<file path="config.mk">
export PLATFORM = sky130hd
export DESIGN_NAME = aabb_pairwise_collision_finder_flat
export DESIGN_NICKNAME = d
export VERILOG_FILES = /design/src/sv/aabb_pkg.sv /design/src/sv/aabb_if.sv /design/src/sv/aabb_ctrl.sv /design/src/sv/aabb_dp.sv /design/src/sv/aabb_pairwise_collision_finder.sv /design/src/flat_wrapper.sv
export SDC_FILE = /design/constraint.sdc
export NUM_CORES = 1
export LEC_CHECK = 0
export BUFFER_PORTS_ARGS = -buffer_cell sky130_fd_sc_hd__buf_2
export CAP_MARGIN = 25
export CORE_ASPECT_RATIO = 0.75
export CORE_MARGIN = 2
export CORE_UTILIZATION = 60
export DETAILED_ROUTE_END_ITERATION = 8
export GPL_ROUTABILITY_DRIVEN = 1
export MAX_ROUTING_LAYER = met4
export PLACE_DENSITY = 0.76
export SLEW_MARGIN = 10
export SYNTH_ARGS = -nofsm -noshare
export SYNTH_HDL_FRONTEND = slang
export SYNTH_SLANG_ARGS = --single-unit
export TNS_END_PERCENT = 100
</file>
<file path="constraint.sdc">
create_clock -name i_clk -period 27.4 [get_ports i_clk]
set_input_delay 2.74 -clock i_clk [delete_from_list [all_inputs] [get_ports i_clk]]
set_output_delay 2.74 -clock i_clk [all_outputs]
set_load 0.1 [all_outputs]
</file>
<file path="src/sv/aabb_pkg.sv">
// Shared constants and types for the box collision finder.
`timescale 1ns / 1ps

package aabb_pkg;

    localparam int KIND_W  = 2;
    localparam int ID_W    = 16;
    localparam int COORD_W = 16;
    localparam int SIZE_W  = 15;
    localparam int CNT_W   = 4;   // list fill count and slot addresses

    localparam logic [KIND_W-1:0] KIND_CLEAR  = 2'd0;
    localparam logic [KIND_W-1:0] KIND_APPEND = 2'd1;
    localparam logic [KIND_W-1:0] KIND_SCAN   = 2'd2;

    typedef struct packed {
        logic        [ID_W-1:0]    id;
        logic signed [COORD_W-1:0] left;
        logic signed [COORD_W-1:0] top;
        logic        [SIZE_W-1:0]  width;
        logic        [SIZE_W-1:0]  height;
    } t_box;

    // controller to datapath
    typedef struct packed {
        logic             wr_en;
        logic [CNT_W-1:0] wr_addr;
        logic             rd_en;
        logic [CNT_W-1:0] rd_i;
        logic [CNT_W-1:0] rd_j;
        logic             flush;
    } t_cmd;

    // datapath to controller
    typedef struct packed {
        logic s1_vld;
        logic stall;
        logic out_free;
    } t_sts;

endpackage

</file>
<file path="src/sv/aabb_if.sv">
// Valid/ready channel interfaces for box items and collision results.
`timescale 1ns / 1ps

interface aabb_in_if
    import aabb_pkg::*;
();
    logic                      valid;
    logic                      ready;
    logic        [KIND_W-1:0]  kind;
    logic        [ID_W-1:0]    object_id;
    logic signed [COORD_W-1:0] left_x;
    logic signed [COORD_W-1:0] top_y;
    logic        [SIZE_W-1:0]  box_width;
    logic        [SIZE_W-1:0]  box_height;

    modport source (
        output valid, kind, object_id, left_x, top_y, box_width, box_height,
        input  ready
    );
    modport sink (
        input  valid, kind, object_id, left_x, top_y, box_width, box_height,
        output ready
    );
endinterface

interface aabb_out_if
    import aabb_pkg::*;
();
    logic            valid;
    logic            ready;
    logic [ID_W-1:0] first_id;
    logic [ID_W-1:0] second_id;
    logic            hit;
    logic            last;

    modport source (
        output valid, first_id, second_id, hit, last,
        input  ready
    );
    modport sink (
        input  valid, first_id, second_id, hit, last,
        output ready
    );
endinterface

</file>
<file path="src/sv/aabb_ctrl.sv">
// Controller: list fill count, pair walk and scan sequencing.
`timescale 1ns / 1ps

module aabb_ctrl
    import aabb_pkg::*;
#(
    parameter int MAX_OBJECTS = 8
) (
    input  logic              i_clk,
    input  logic              i_rst_n,
    input  logic              i_valid,
    input  logic [KIND_W-1:0] i_kind,
    output logic              o_ready,
    input  t_sts              i_sts,
    output t_cmd              o_cmd
);

    typedef enum logic [1:0] {
        ST_IDLE,
        ST_SCAN,
        ST_DRAIN,
        ST_FLUSH
    } t_state;

    localparam logic [CNT_W-1:0] MAX_CNT = CNT_W'(MAX_OBJECTS);

    t_state           r_state;
    logic [CNT_W-1:0] r_count;
    logic [CNT_W-1:0] r_i;
    logic [CNT_W-1:0] r_j;
    logic             r_ready;

    logic             w_accept;
    logic             w_full;
    logic             w_j_end;
    logic             w_i_end;

    assign w_accept = i_valid && r_ready;
    assign w_full   = (r_count >= MAX_CNT);
    assign w_j_end  = (r_j == r_count - CNT_W'(1));
    assign w_i_end  = (r_i == r_count - CNT_W'(2));
    assign o_ready  = r_ready;

    always_comb begin
        o_cmd         = '0;
        o_cmd.wr_en   = w_accept && (i_kind == KIND_APPEND) && !w_full;
        o_cmd.wr_addr = r_count;
        o_cmd.rd_en   = (r_state == ST_SCAN) && !i_sts.stall;
        o_cmd.rd_i    = r_i;
        o_cmd.rd_j    = r_j;
        o_cmd.flush   = (r_state == ST_FLUSH) && i_sts.out_free;
    end

    always_ff @(posedge i_clk) begin
        if (!i_rst_n) begin
            r_state <= ST_IDLE;
            r_count <= '0;
            r_i     <= '0;
            r_j     <= '0;
            r_ready <= 1'b0;
        end else begin
            unique case (r_state)
                ST_IDLE: begin
                    r_ready <= 1'b1;
                    if (w_accept) begin
                        priority if (i_kind == KIND_CLEAR) begin
                            r_count <= '0;
                        end else if (i_kind == KIND_APPEND) begin
                            if (!w_full) begin
                                r_count <= r_count + CNT_W'(1);
                            end
                        end else if (i_kind == KIND_SCAN) begin
                            r_ready <= 1'b0;
                            r_i     <= '0;
                            r_j     <= CNT_W'(1);
                            // fewer than two boxes: no pairs to walk
                            r_state <= (r_count < CNT_W'(2)) ? ST_FLUSH : ST_SCAN;
                        end else begin
                            r_count <= r_count;
                        end
                    end
                end
                ST_SCAN: begin
                    if (!i_sts.stall) begin
                        if (w_j_end) begin
                            if (w_i_end) begin
                                r_state <= ST_DRAIN;
                            end else begin
                                r_i <= r_i + CNT_W'(1);
                                r_j <= r_i + CNT_W'(2);
                            end
                        end else begin
                            r_j <= r_j + CNT_W'(1);
                        end
                    end
                end
                ST_DRAIN: begin
                    if (!i_sts.s1_vld) begin
                        r_state <= ST_FLUSH;
                    end
                end
                ST_FLUSH: begin
                    if (i_sts.out_free) begin
                        r_state <= ST_IDLE;
                        r_ready <= 1'b1;
                    end
                end
                default: begin
                    r_state <= ST_IDLE;
                end
            endcase
        end
    end

    a_no_read_in_stall: assert property (@(posedge i_clk) disable iff (!i_rst_n)
        !(o_cmd.rd_en && i_sts.stall))
        else $error("pair read issued while pipeline stalled");

    a_flush_when_empty: assert property (@(posedge i_clk) disable iff (!i_rst_n)
        o_cmd.flush |-> !i_sts.s1_vld)
        else $error("scan closed with a pair test in flight");

    a_count_bound: assert property (@(posedge i_clk) disable iff (!i_rst_n)
        r_count <= MAX_CNT)
        else $error("list count beyond capacity");

    a_pair_order: assert property (@(posedge i_clk) disable iff (!i_rst_n)
        o_cmd.rd_en |-> (r_i < r_j) && (r_j < r_count))
        else $error("pair indices out of order or beyond the list");

endmodule

</file>
<file path="src/sv/aabb_dp.sv">
// Datapath: box store, pair read stage, overlap test, pending pair and output register.
`timescale 1ns / 1ps

module aabb_dp
    import aabb_pkg::*;
#(
    parameter int MAX_OBJECTS = 8
) (
    input  logic i_clk,
    input  logic i_rst_n,
    input  t_cmd i_cmd,
    input  t_box i_wr_box,
    output t_sts o_sts,
    aabb_out_if.source o_out
);

    localparam int IDX_W = $clog2(MAX_OBJECTS);
    localparam int EXT_W = COORD_W + 2;

    t_box r_mem [MAX_OBJECTS];

    t_box            r_a;
    t_box            r_b;
    logic            r_s1_vld;
    logic            r_pend_vld;
    logic [ID_W-1:0] r_pend_first;
    logic [ID_W-1:0] r_pend_second;
    logic            r_out_vld;
    logic [ID_W-1:0] r_out_first;
    logic [ID_W-1:0] r_out_second;
    logic            r_out_hit;
    logic            r_out_last;

    logic signed [EXT_W-1:0] w_ax, w_ay, w_aw, w_ah;
    logic signed [EXT_W-1:0] w_bx, w_by, w_bw, w_bh;
    logic                    w_overlap;
    logic                    w_s1_hit;
    logic                    w_out_free;
    logic                    w_stall;
    logic                    w_push;

    // exact 18-bit sums, strict compares
    always_comb begin
        w_ax = EXT_W'(r_a.left);
        w_ay = EXT_W'(r_a.top);
        w_aw = $signed({3'b000, r_a.width});
        w_ah = $signed({3'b000, r_a.height});
        w_bx = EXT_W'(r_b.left);
        w_by = EXT_W'(r_b.top);
        w_bw = $signed({3'b000, r_b.width});
        w_bh = $signed({3'b000, r_b.height});
        w_overlap = ((w_ax + w_aw) > w_bx) && (w_ax < (w_bx + w_bw)) &&
                    ((w_ay - w_ah) < w_by) && (w_ay > (w_by - w_bh));
    end

    assign w_s1_hit   = r_s1_vld && w_overlap;
    assign w_out_free = !r_out_vld || o_out.ready;
    assign w_stall    = w_s1_hit && r_pend_vld && !w_out_free;
    assign w_push     = w_s1_hit && r_pend_vld && w_out_free;

    assign o_sts.s1_vld   = r_s1_vld;
    assign o_sts.stall    = w_stall;
    assign o_sts.out_free = w_out_free;

    assign o_out.valid     = r_out_vld;
    assign o_out.first_id  = r_out_first;
    assign o_out.second_id = r_out_second;
    assign o_out.hit       = r_out_hit;
    assign o_out.last      = r_out_last;

    always_ff @(posedge i_clk) begin
        if (i_cmd.wr_en) begin
            r_mem[i_cmd.wr_addr[IDX_W-1:0]] <= i_wr_box;
        end
        if (i_cmd.rd_en) begin
            r_a <= r_mem[i_cmd.rd_i[IDX_W-1:0]];
            r_b <= r_mem[i_cmd.rd_j[IDX_W-1:0]];
        end
    end

    // a found pair is held back until the next one shows it was not the last
    always_ff @(posedge i_clk) begin
        if (!i_rst_n) begin
            r_s1_vld   <= 1'b0;
            r_pend_vld <= 1'b0;
            r_out_vld  <= 1'b0;
        end else begin
            if (i_cmd.rd_en) begin
                r_s1_vld <= 1'b1;
            end else if (!w_stall) begin
                r_s1_vld <= 1'b0;
            end

            if (w_s1_hit && !w_stall) begin
                r_pend_vld    <= 1'b1;
                r_pend_first  <= r_a.id;
                r_pend_second <= r_b.id;
            end else if (i_cmd.flush) begin
                r_pend_vld <= 1'b0;
            end

            if (w_push) begin
                r_out_vld    <= 1'b1;
                r_out_first  <= r_pend_first;
                r_out_second <= r_pend_second;
                r_out_hit    <= 1'b1;
                r_out_last   <= 1'b0;
            end else if (i_cmd.flush) begin
                r_out_vld    <= 1'b1;
                r_out_first  <= r_pend_vld ? r_pend_first : '0;
                r_out_second <= r_pend_vld ? r_pend_second : '0;
                r_out_hit    <= r_pend_vld;
                r_out_last   <= 1'b1;
            end else if (o_out.ready) begin
                r_out_vld <= 1'b0;
            end
        end
    end

    a_push_flush_excl: assert property (@(posedge i_clk) disable iff (!i_rst_n)
        !(w_push && i_cmd.flush))
        else $error("pair push and scan close in the same cycle");

    a_stall_holds_pair: assert property (@(posedge i_clk) disable iff (!i_rst_n)
        w_stall |=> r_s1_vld && $stable(r_a) && $stable(r_b))
        else $error("stalled pair test lost");

    a_no_hit_is_last: assert property (@(posedge i_clk) disable iff (!i_rst_n)
        (r_out_vld && !r_out_hit) |-> r_out_last)
        else $error("empty scan result not marked last");

    a_flush_clears_pend: assert property (@(posedge i_clk) disable iff (!i_rst_n)
        i_cmd.flush |=> !r_pend_vld)
        else $error("pending pair survives scan close");

endmodule

</file>
<file path="src/sv/aabb_pairwise_collision_finder.sv">
// Top level of the all-pairs box overlap finder.
//
//   channel  | dir | port  | transaction
//   ---------+-----+-------+-----------------------------------------------
//   item     | in  | i_in  | clear list, append box or start a scan
//   result   | out | o_out | one overlapping id pair, or a no-hit marker
//
// Clear and append leave the block ready, so it keeps taking items.
// A scan of N boxes issues N*(N-1)/2 pair reads, one per cycle from the two-port
// read of the box store unless the walk is stalled, then drains the test stage
// and closes; with fewer than two boxes the scan goes straight to the close.
// Results leave through an output register; a hit that finds it full while a pair
// is already pending stalls the pair walk, and the close waits for it too.
// Reset (synchronous, active low) empties the list; box contents need no reset.
`timescale 1ns / 1ps

module aabb_pairwise_collision_finder
    import aabb_pkg::*;
#(
    parameter int MAX_OBJECTS = 8
) (
    input  logic i_clk,
    input  logic i_rst_n,
    aabb_in_if.sink    i_in,
    aabb_out_if.source o_out
);

    t_cmd w_cmd;
    t_sts w_sts;
    t_box w_wr_box;
    logic w_ready;

    assign w_wr_box.id     = i_in.object_id;
    assign w_wr_box.left   = i_in.left_x;
    assign w_wr_box.top    = i_in.top_y;
    assign w_wr_box.width  = i_in.box_width;
    assign w_wr_box.height = i_in.box_height;
    assign i_in.ready      = w_ready;

    aabb_ctrl #(
        .MAX_OBJECTS (MAX_OBJECTS)
    ) u_ctrl (
        .i_clk   (i_clk),
        .i_rst_n (i_rst_n),
        .i_valid (i_in.valid),
        .i_kind  (i_in.kind),
        .o_ready (w_ready),
        .i_sts   (w_sts),
        .o_cmd   (w_cmd)
    );

    aabb_dp #(
        .MAX_OBJECTS (MAX_OBJECTS)
    ) u_dp (
        .i_clk    (i_clk),
        .i_rst_n  (i_rst_n),
        .i_cmd    (w_cmd),
        .i_wr_box (w_wr_box),
        .o_sts    (w_sts),
        .o_out    (o_out)
    );

endmodule
</file>
<file path="src/flat_wrapper.sv">
// flat-port wrapper written by rule: the top's interface ports become plain ports
module aabb_pairwise_collision_finder_flat import aabb_pkg::*;
#(
    parameter int MAX_OBJECTS = 8
)
  (i_clk, i_rst_n, i_in_valid, i_in_kind, i_in_object_id, i_in_left_x, i_in_top_y, i_in_box_width, i_in_box_height, i_in_ready, o_out_valid, o_out_first_id, o_out_second_id, o_out_hit, o_out_last, o_out_ready);
  aabb_in_if i_in_i ();
  aabb_out_if o_out_i ();
  input  logic i_clk;
  input  logic i_rst_n;
  input wire logic [$bits(i_in_i.valid)-1:0] i_in_valid;
  input wire logic [$bits(i_in_i.kind)-1:0] i_in_kind;
  input wire logic [$bits(i_in_i.object_id)-1:0] i_in_object_id;
  input wire logic [$bits(i_in_i.left_x)-1:0] i_in_left_x;
  input wire logic [$bits(i_in_i.top_y)-1:0] i_in_top_y;
  input wire logic [$bits(i_in_i.box_width)-1:0] i_in_box_width;
  input wire logic [$bits(i_in_i.box_height)-1:0] i_in_box_height;
  output wire logic [$bits(i_in_i.ready)-1:0] i_in_ready;
  output wire logic [$bits(o_out_i.valid)-1:0] o_out_valid;
  output wire logic [$bits(o_out_i.first_id)-1:0] o_out_first_id;
  output wire logic [$bits(o_out_i.second_id)-1:0] o_out_second_id;
  output wire logic [$bits(o_out_i.hit)-1:0] o_out_hit;
  output wire logic [$bits(o_out_i.last)-1:0] o_out_last;
  input wire logic [$bits(o_out_i.ready)-1:0] o_out_ready;
  assign i_in_i.valid = i_in_valid;
  assign i_in_i.kind = i_in_kind;
  assign i_in_i.object_id = i_in_object_id;
  assign i_in_i.left_x = i_in_left_x;
  assign i_in_i.top_y = i_in_top_y;
  assign i_in_i.box_width = i_in_box_width;
  assign i_in_i.box_height = i_in_box_height;
  assign i_in_ready = i_in_i.ready;
  assign o_out_valid = o_out_i.valid;
  assign o_out_first_id = o_out_i.first_id;
  assign o_out_second_id = o_out_i.second_id;
  assign o_out_hit = o_out_i.hit;
  assign o_out_last = o_out_i.last;
  assign o_out_i.ready = o_out_ready;
  aabb_pairwise_collision_finder #(.MAX_OBJECTS(MAX_OBJECTS)) u_core (.i_clk(i_clk), .i_rst_n(i_rst_n), .i_in(i_in_i), .o_out(o_out_i));
endmodule
</file>
Yosys cells after proc, flatten, opt, wreduce, memory -nomap -nowiden

Memories as Yosys holds them, arrays and structs flattened. A register that Yosys moved wholly into a read port is not among the register bits.
Cells that the tools add are included.

$add $sub $neg: 10
Equal/unequal tests: 20
Reduce and logical (&&, ||, !) cells: 33
Muxes and demuxes: 53
Magnitude comparators: 6

Operator list:

| cell                | number |
|---|---|
| $mux 16             | 6 |
| $mux 4              | 17 |
| $add 16x16->17      | 2 |
| $sub 16x16->17      | 2 |
| $mux 2              | 10 |
| $ne 2x2->1 const B  | 10 |
| $gt 16x17->1        | 1 |
| $gt 17x16->1        | 1 |
| $lt 16x17->1        | 1 |
| $lt 17x16->1        | 1 |
| $mux 1              | 16 |
| $pmux 4 s2          | 2 |
| $logic_and 1x1->1   | 13 |
| $add 4x1->4 const B | 3 |
| $reduce_bool 2->1   | 5 |
| $reduce_and 9->1    | 1 |
| $eq 4x4->1          | 2 |
| $pmux 2 s4          | 1 |
| $reduce_and 8->1    | 1 |
| $reduce_and 7->1    | 1 |
| $eq 2x2->1 const B  | 3 |
| $reduce_and 2->1    | 3 |
| $add 4x2->4 const B | 1 |
| $eq 2x1->1 const B  | 2 |
| other kinds (12)    | 17 |

Bits of input ports: 84
RAM bits: 624
Flip-flop bits (word level): 84
Memories kept: 1
Logic and storage cells: 137
Output and inout port bits: 36

Memories:

| memory            | words | bits a word | read ports | clocked after Yosys merged registers in | write ports | RTL line      | source |
|---|---|---|---|---|---|---|---|
| u_core.u_dp.r_mem | 8     | 78          | 2          | 2                                       | 1           | aabb_dp.sv:20 | `t_box r_mem [MAX_OBJECTS];` |

Depth between registers and ports, before layout

Depth after elaboration: 11
Depth in mapped cells: 22
Depth with buffers taken out: 21

Cells and area by module

From an unflattened synthesis, not the netlist that was laid out.

Cell total of the unflattened synthesis: 2206
Area, all modules: 40576.4 µm²

By module, submodules not included:

| module    | seq. area each (µm²) | times used | area an instance (µm²) | cells each |
|---|---|---|---|---|
| aabb_dp   | 25464.4              | 1          | 39309.0                | 2059 |
| aabb_ctrl | 300.3                | 1          | 1267.5                 | 147 |

Least setup slack after synthesis

Ideal clock, no wire load.

Path kind: register -> register
From: register, netlist name u_core.u_dp.r_a[46]
To: register, netlist name u_core.u_dp.r_a[0]
Data required time: 26.726 ns
Path buffers: 1
Clock period less this slack: 10.748 ns
Path slack: 16.652 ns
Arrival time: 10.074 ns
Cell stages (with the launch flop): 21
Library setup time: 0.674 ns
Cell sequence: edfxtp_1 -> ha_1 -> inv_1 -> fa_1 -> nor2b_1 -> o21a_1 -> o21ai_0 -> a21oi_1 -> o2111ai_1 -> a31oi_1 -> a41o_1 -> a31oi_1 -> ha_1 -> and3_1 -> nand4_1 -> or4_1 -> o2111ai_1 -> a311o_2 -> nor2_1 -> buf_4 -> nor2_1

==> flow_summary.toml <==
[status]
status = "complete, no violations"

[setup_path]
cp_max_fo = 74
required_ns = 27.63
path_delay_family = "compound AO/OA/AOI/OAI gates"
arrival_ns = 6.46
worstPathCellList = "inv_1 -> ha_1 -> inv_1 -> fa_1 -> a21o_1 -> a21o_1 -> a21oi_1 -> o21ai_0 -> a211oi_1 -> o31ai_1 -> nand4_1 -> o21ai_0 -> ha_1 -> o221ai_1 -> nor3_1 -> o2111ai_1 -> a311o_2 -> nor2_1 -> nor2_4 -> buf_4"
slowest_stage = "nor2_1"
crit_path_end_kind = "flop"
criticalPathCategory = "reg2reg"
max_stage_delay_ns = 0.71
crit_buf_inv = 3
start_kind = "flop"

[clock_network]
clock-root-buffer = "clkbuf_16"
post_cts_resized = 0
numCtsBuffers = 84
path_clk_slew_ns = 0.06
clock_latency_ns = 0.64
cts_hold_buf = 0
cts_tree = "built"
postCtsSetupBuffers = 0
cts_sinks = 864
cts_buffer_depth = 3
h-tree-depth = 3

[logic_synthesis]
synthMuxAreaShare_pct = 21.7
synth_xor_area_share_pct = 1.25
async_reset_ff_share_pct = 0
ys_ff_latch = 864
synth_top_family_by_area = "multiplexers"
yosysWarnings = 0
synth_compound_area_share_pct = 3.34
yosysSeqAreaShare_pct = 63.5
synthSimpleGateAreaFrac_pct = 3.73
syn_area_per_cell_um2 = 18.2
yosysUniqueCellTypes = 73
synth_ff_type = "edfxtp_1"
synth_edf_count = 846
synth.net_count = 2454
synthesis.area_um2 = 40600
synth_adder_area_share_pct = 4.52
syn_inst = 2226

[timing]
slew_headroom_pct = 27.7
fmax_mhz = 161
fin_crit_sh_pct = 22.7
hold_violations = 0
rsz0062_at_grt = "no"
finalSetupViolations = 0
holdWs_ns = 0.417
fin_tns_setup_ns = 0
fin_ws_ns = 21.17
final_max_slew_viol_count = 0
tightest_slew_ns = 1.08
worst_clock_skew_ns = 0.0270
fin_crit_ns = 6.23

[global_routing]
antenna_found_initial = 9
grt-ovfl-total = 0
grt_pass1_vias = 22500
grt_first_pass_wirelength_mm = 136
track_usage_pct = 26.7
grt_max_degree = 101

[floorplanning]
rows = 82
die_area_um2 = 69700
die_y_um = 229
core_region_area_um2 = 66800
start_util_pct = 60.7
chipWidth_um = 304
io_pins = 120

[route]
dr.pass1.iters = 6
vias = 21800
viasPerCell = 6.56
drt_iter0_drc = 2399
ant_nets = 0
drcViolationCount = 0
routed_wl_mm = 89.1
wl_per_cell_um = 26.8

[flow_run]
cap_violations = 0

[power_and_ir_drop]
switching_share_pct = 27.7
vdd_drop_max_v = 0.0000837
p_int_uw = 2570
combPwrFrac_pct = 22.7
pwr-share-seq_pct = 44.8
pwr-share-clk_pct = 32.5
p_leak_uw = 0.0148
p_per_area_nw_per_um2 = 79.1
p_switching_uw = 986

[placement]
dp.cells = 3152
dp_slack_ns = 21.38
numPortBuffers = 119
hpwl_mm = 52.6
gp_congestion = 0.907

[cells_and_area]
layout-drive-gt1-share_pct = 31.6
final_common_cell = "edfxtp_1"
final_cells = 3324
final_cell_mix = "846 x edfxtp_1, 312 x mux4_2, 156 x mux2_2"
area_growth_pct = 11.0
final_nets = 2588

[hold_path]
hold_class = "reg2reg"
## through the flow
stage | util [%] | instance area, um2 | power [uW]
floorplan | - | 40600 | 2230
global placement | 63.0 | 42100 | 2390
detailed placement | 63.1 | 42200 | 2420
CTS | 67.2 | 44900 | 3570
global route | 67.4 | 45000 | 3720
finish | 67.4 | 45000 | 3560
## synthesized netlist by cell type (24+ instances only)
master	number	area [um2]
ha_1	140	1750
nand3_1	24	120
clkbuf_1	66	248
nor2_1	59	221
xnor2_1	37	324
o21ai_0	32	160
edfxtp_1	846	25400
and2_1	47	294
mux4_2	312	7030
inv_1	102	383
buf_1	28	105
a21oi_1	52	260
nor3_1	27	135
nand2_1	54	203
mux2_2	156	1760
## metal layers
layer  GRT usage [%]  share of wire, %  vias to the layer above
met5               -                 0                        -
li1                -                 -                     9424
met2            40.5                47                      922
met1            38.4                43                    11300
met3            4.54               7.9                      142
met4            6.81               1.9                        0
## power groups by stage
| stage | sequential, uW | combinational [uW] | clock [uW] |
|---|---|---|---|
| 5_1_grt | 1600 | 894 | 1220 |
| 4_1_cts | 1590 | 806 | 1170 |
| 6_report | 1590 | 809 | 1160 |
| 3_3_place_gp | 1620 | 775 | 0 |
| 3_5_place_dp | 1620 | 799 | 0 |
| 2_1_floorplan | 1630 | 600 | 0 |
## flip-flops by register name, indices dropped and copies added, names as in the netlist
signal                       count
u_core.u_ctrl.r_j                4
u_core.u_dp.r_s1_vld             1
u_core.u_ctrl.o_ready            1
u_core.u_dp.o_out.valid          1
u_core.u_dp.o_out.last           1
u_core.u_dp.r_pend_vld           1
u_core.u_dp.r_a                 78
u_core.u_ctrl.r_state            2
u_core.u_ctrl.r_count            4
u_core.u_dp.r_b                 78
u_core.u_dp.r_pend_first        16
u_core.u_dp.o_out.hit            1
u_core.u_dp.r_mem              624
u_core.u_ctrl.r_i                4
u_core.u_dp.o_out.first_id      16
u_core.u_dp.o_out.second_id     16
u_core.u_dp.r_pend_second       16
## final timing paths
| path | startpoint | slack, ns | end | cells after the start |
|---|---|---|---|---|
| worst min-delay path | u_core.u_dp.r_b[62] | 0.42 | u_core.u_dp.r_pend_second[0] | 0 |
| worst min register to register | u_core.u_dp.r_b[62] | 0.42 | u_core.u_dp.r_pend_second[0] | 0 |
| worst max-delay path | u_core.u_dp.r_b[30] | 21.17 | u_core.u_dp.r_b[45] | 20 |
| worst max register to register | u_core.u_dp.r_b[30] | 21.17 | u_core.u_dp.r_b[45] | 20 |
## final cells by class
cell class | count | area, um2
clock inverters | 46 | 432
repair buffers | 148 | 918
clock buffers | 112 | 2310
well taps | 882 | 1100
fillers | 4241 | 21800
flip-flops and latches | 864 | 25800
diodes | 10 | 25.0
multi-input cells | 1159 | 14000
inverters | 103 | 387
## cell families after synthesis
logic type / after synthesis
and+or+nand+nor: 286
DFF: 864
AOI/OAI and AO/OA: 201
buffers and inverters: 203
muxes: 470
xor gates and xnor gates: 58
adders and majority gates: 144
(Power assumes the default switching activity.)
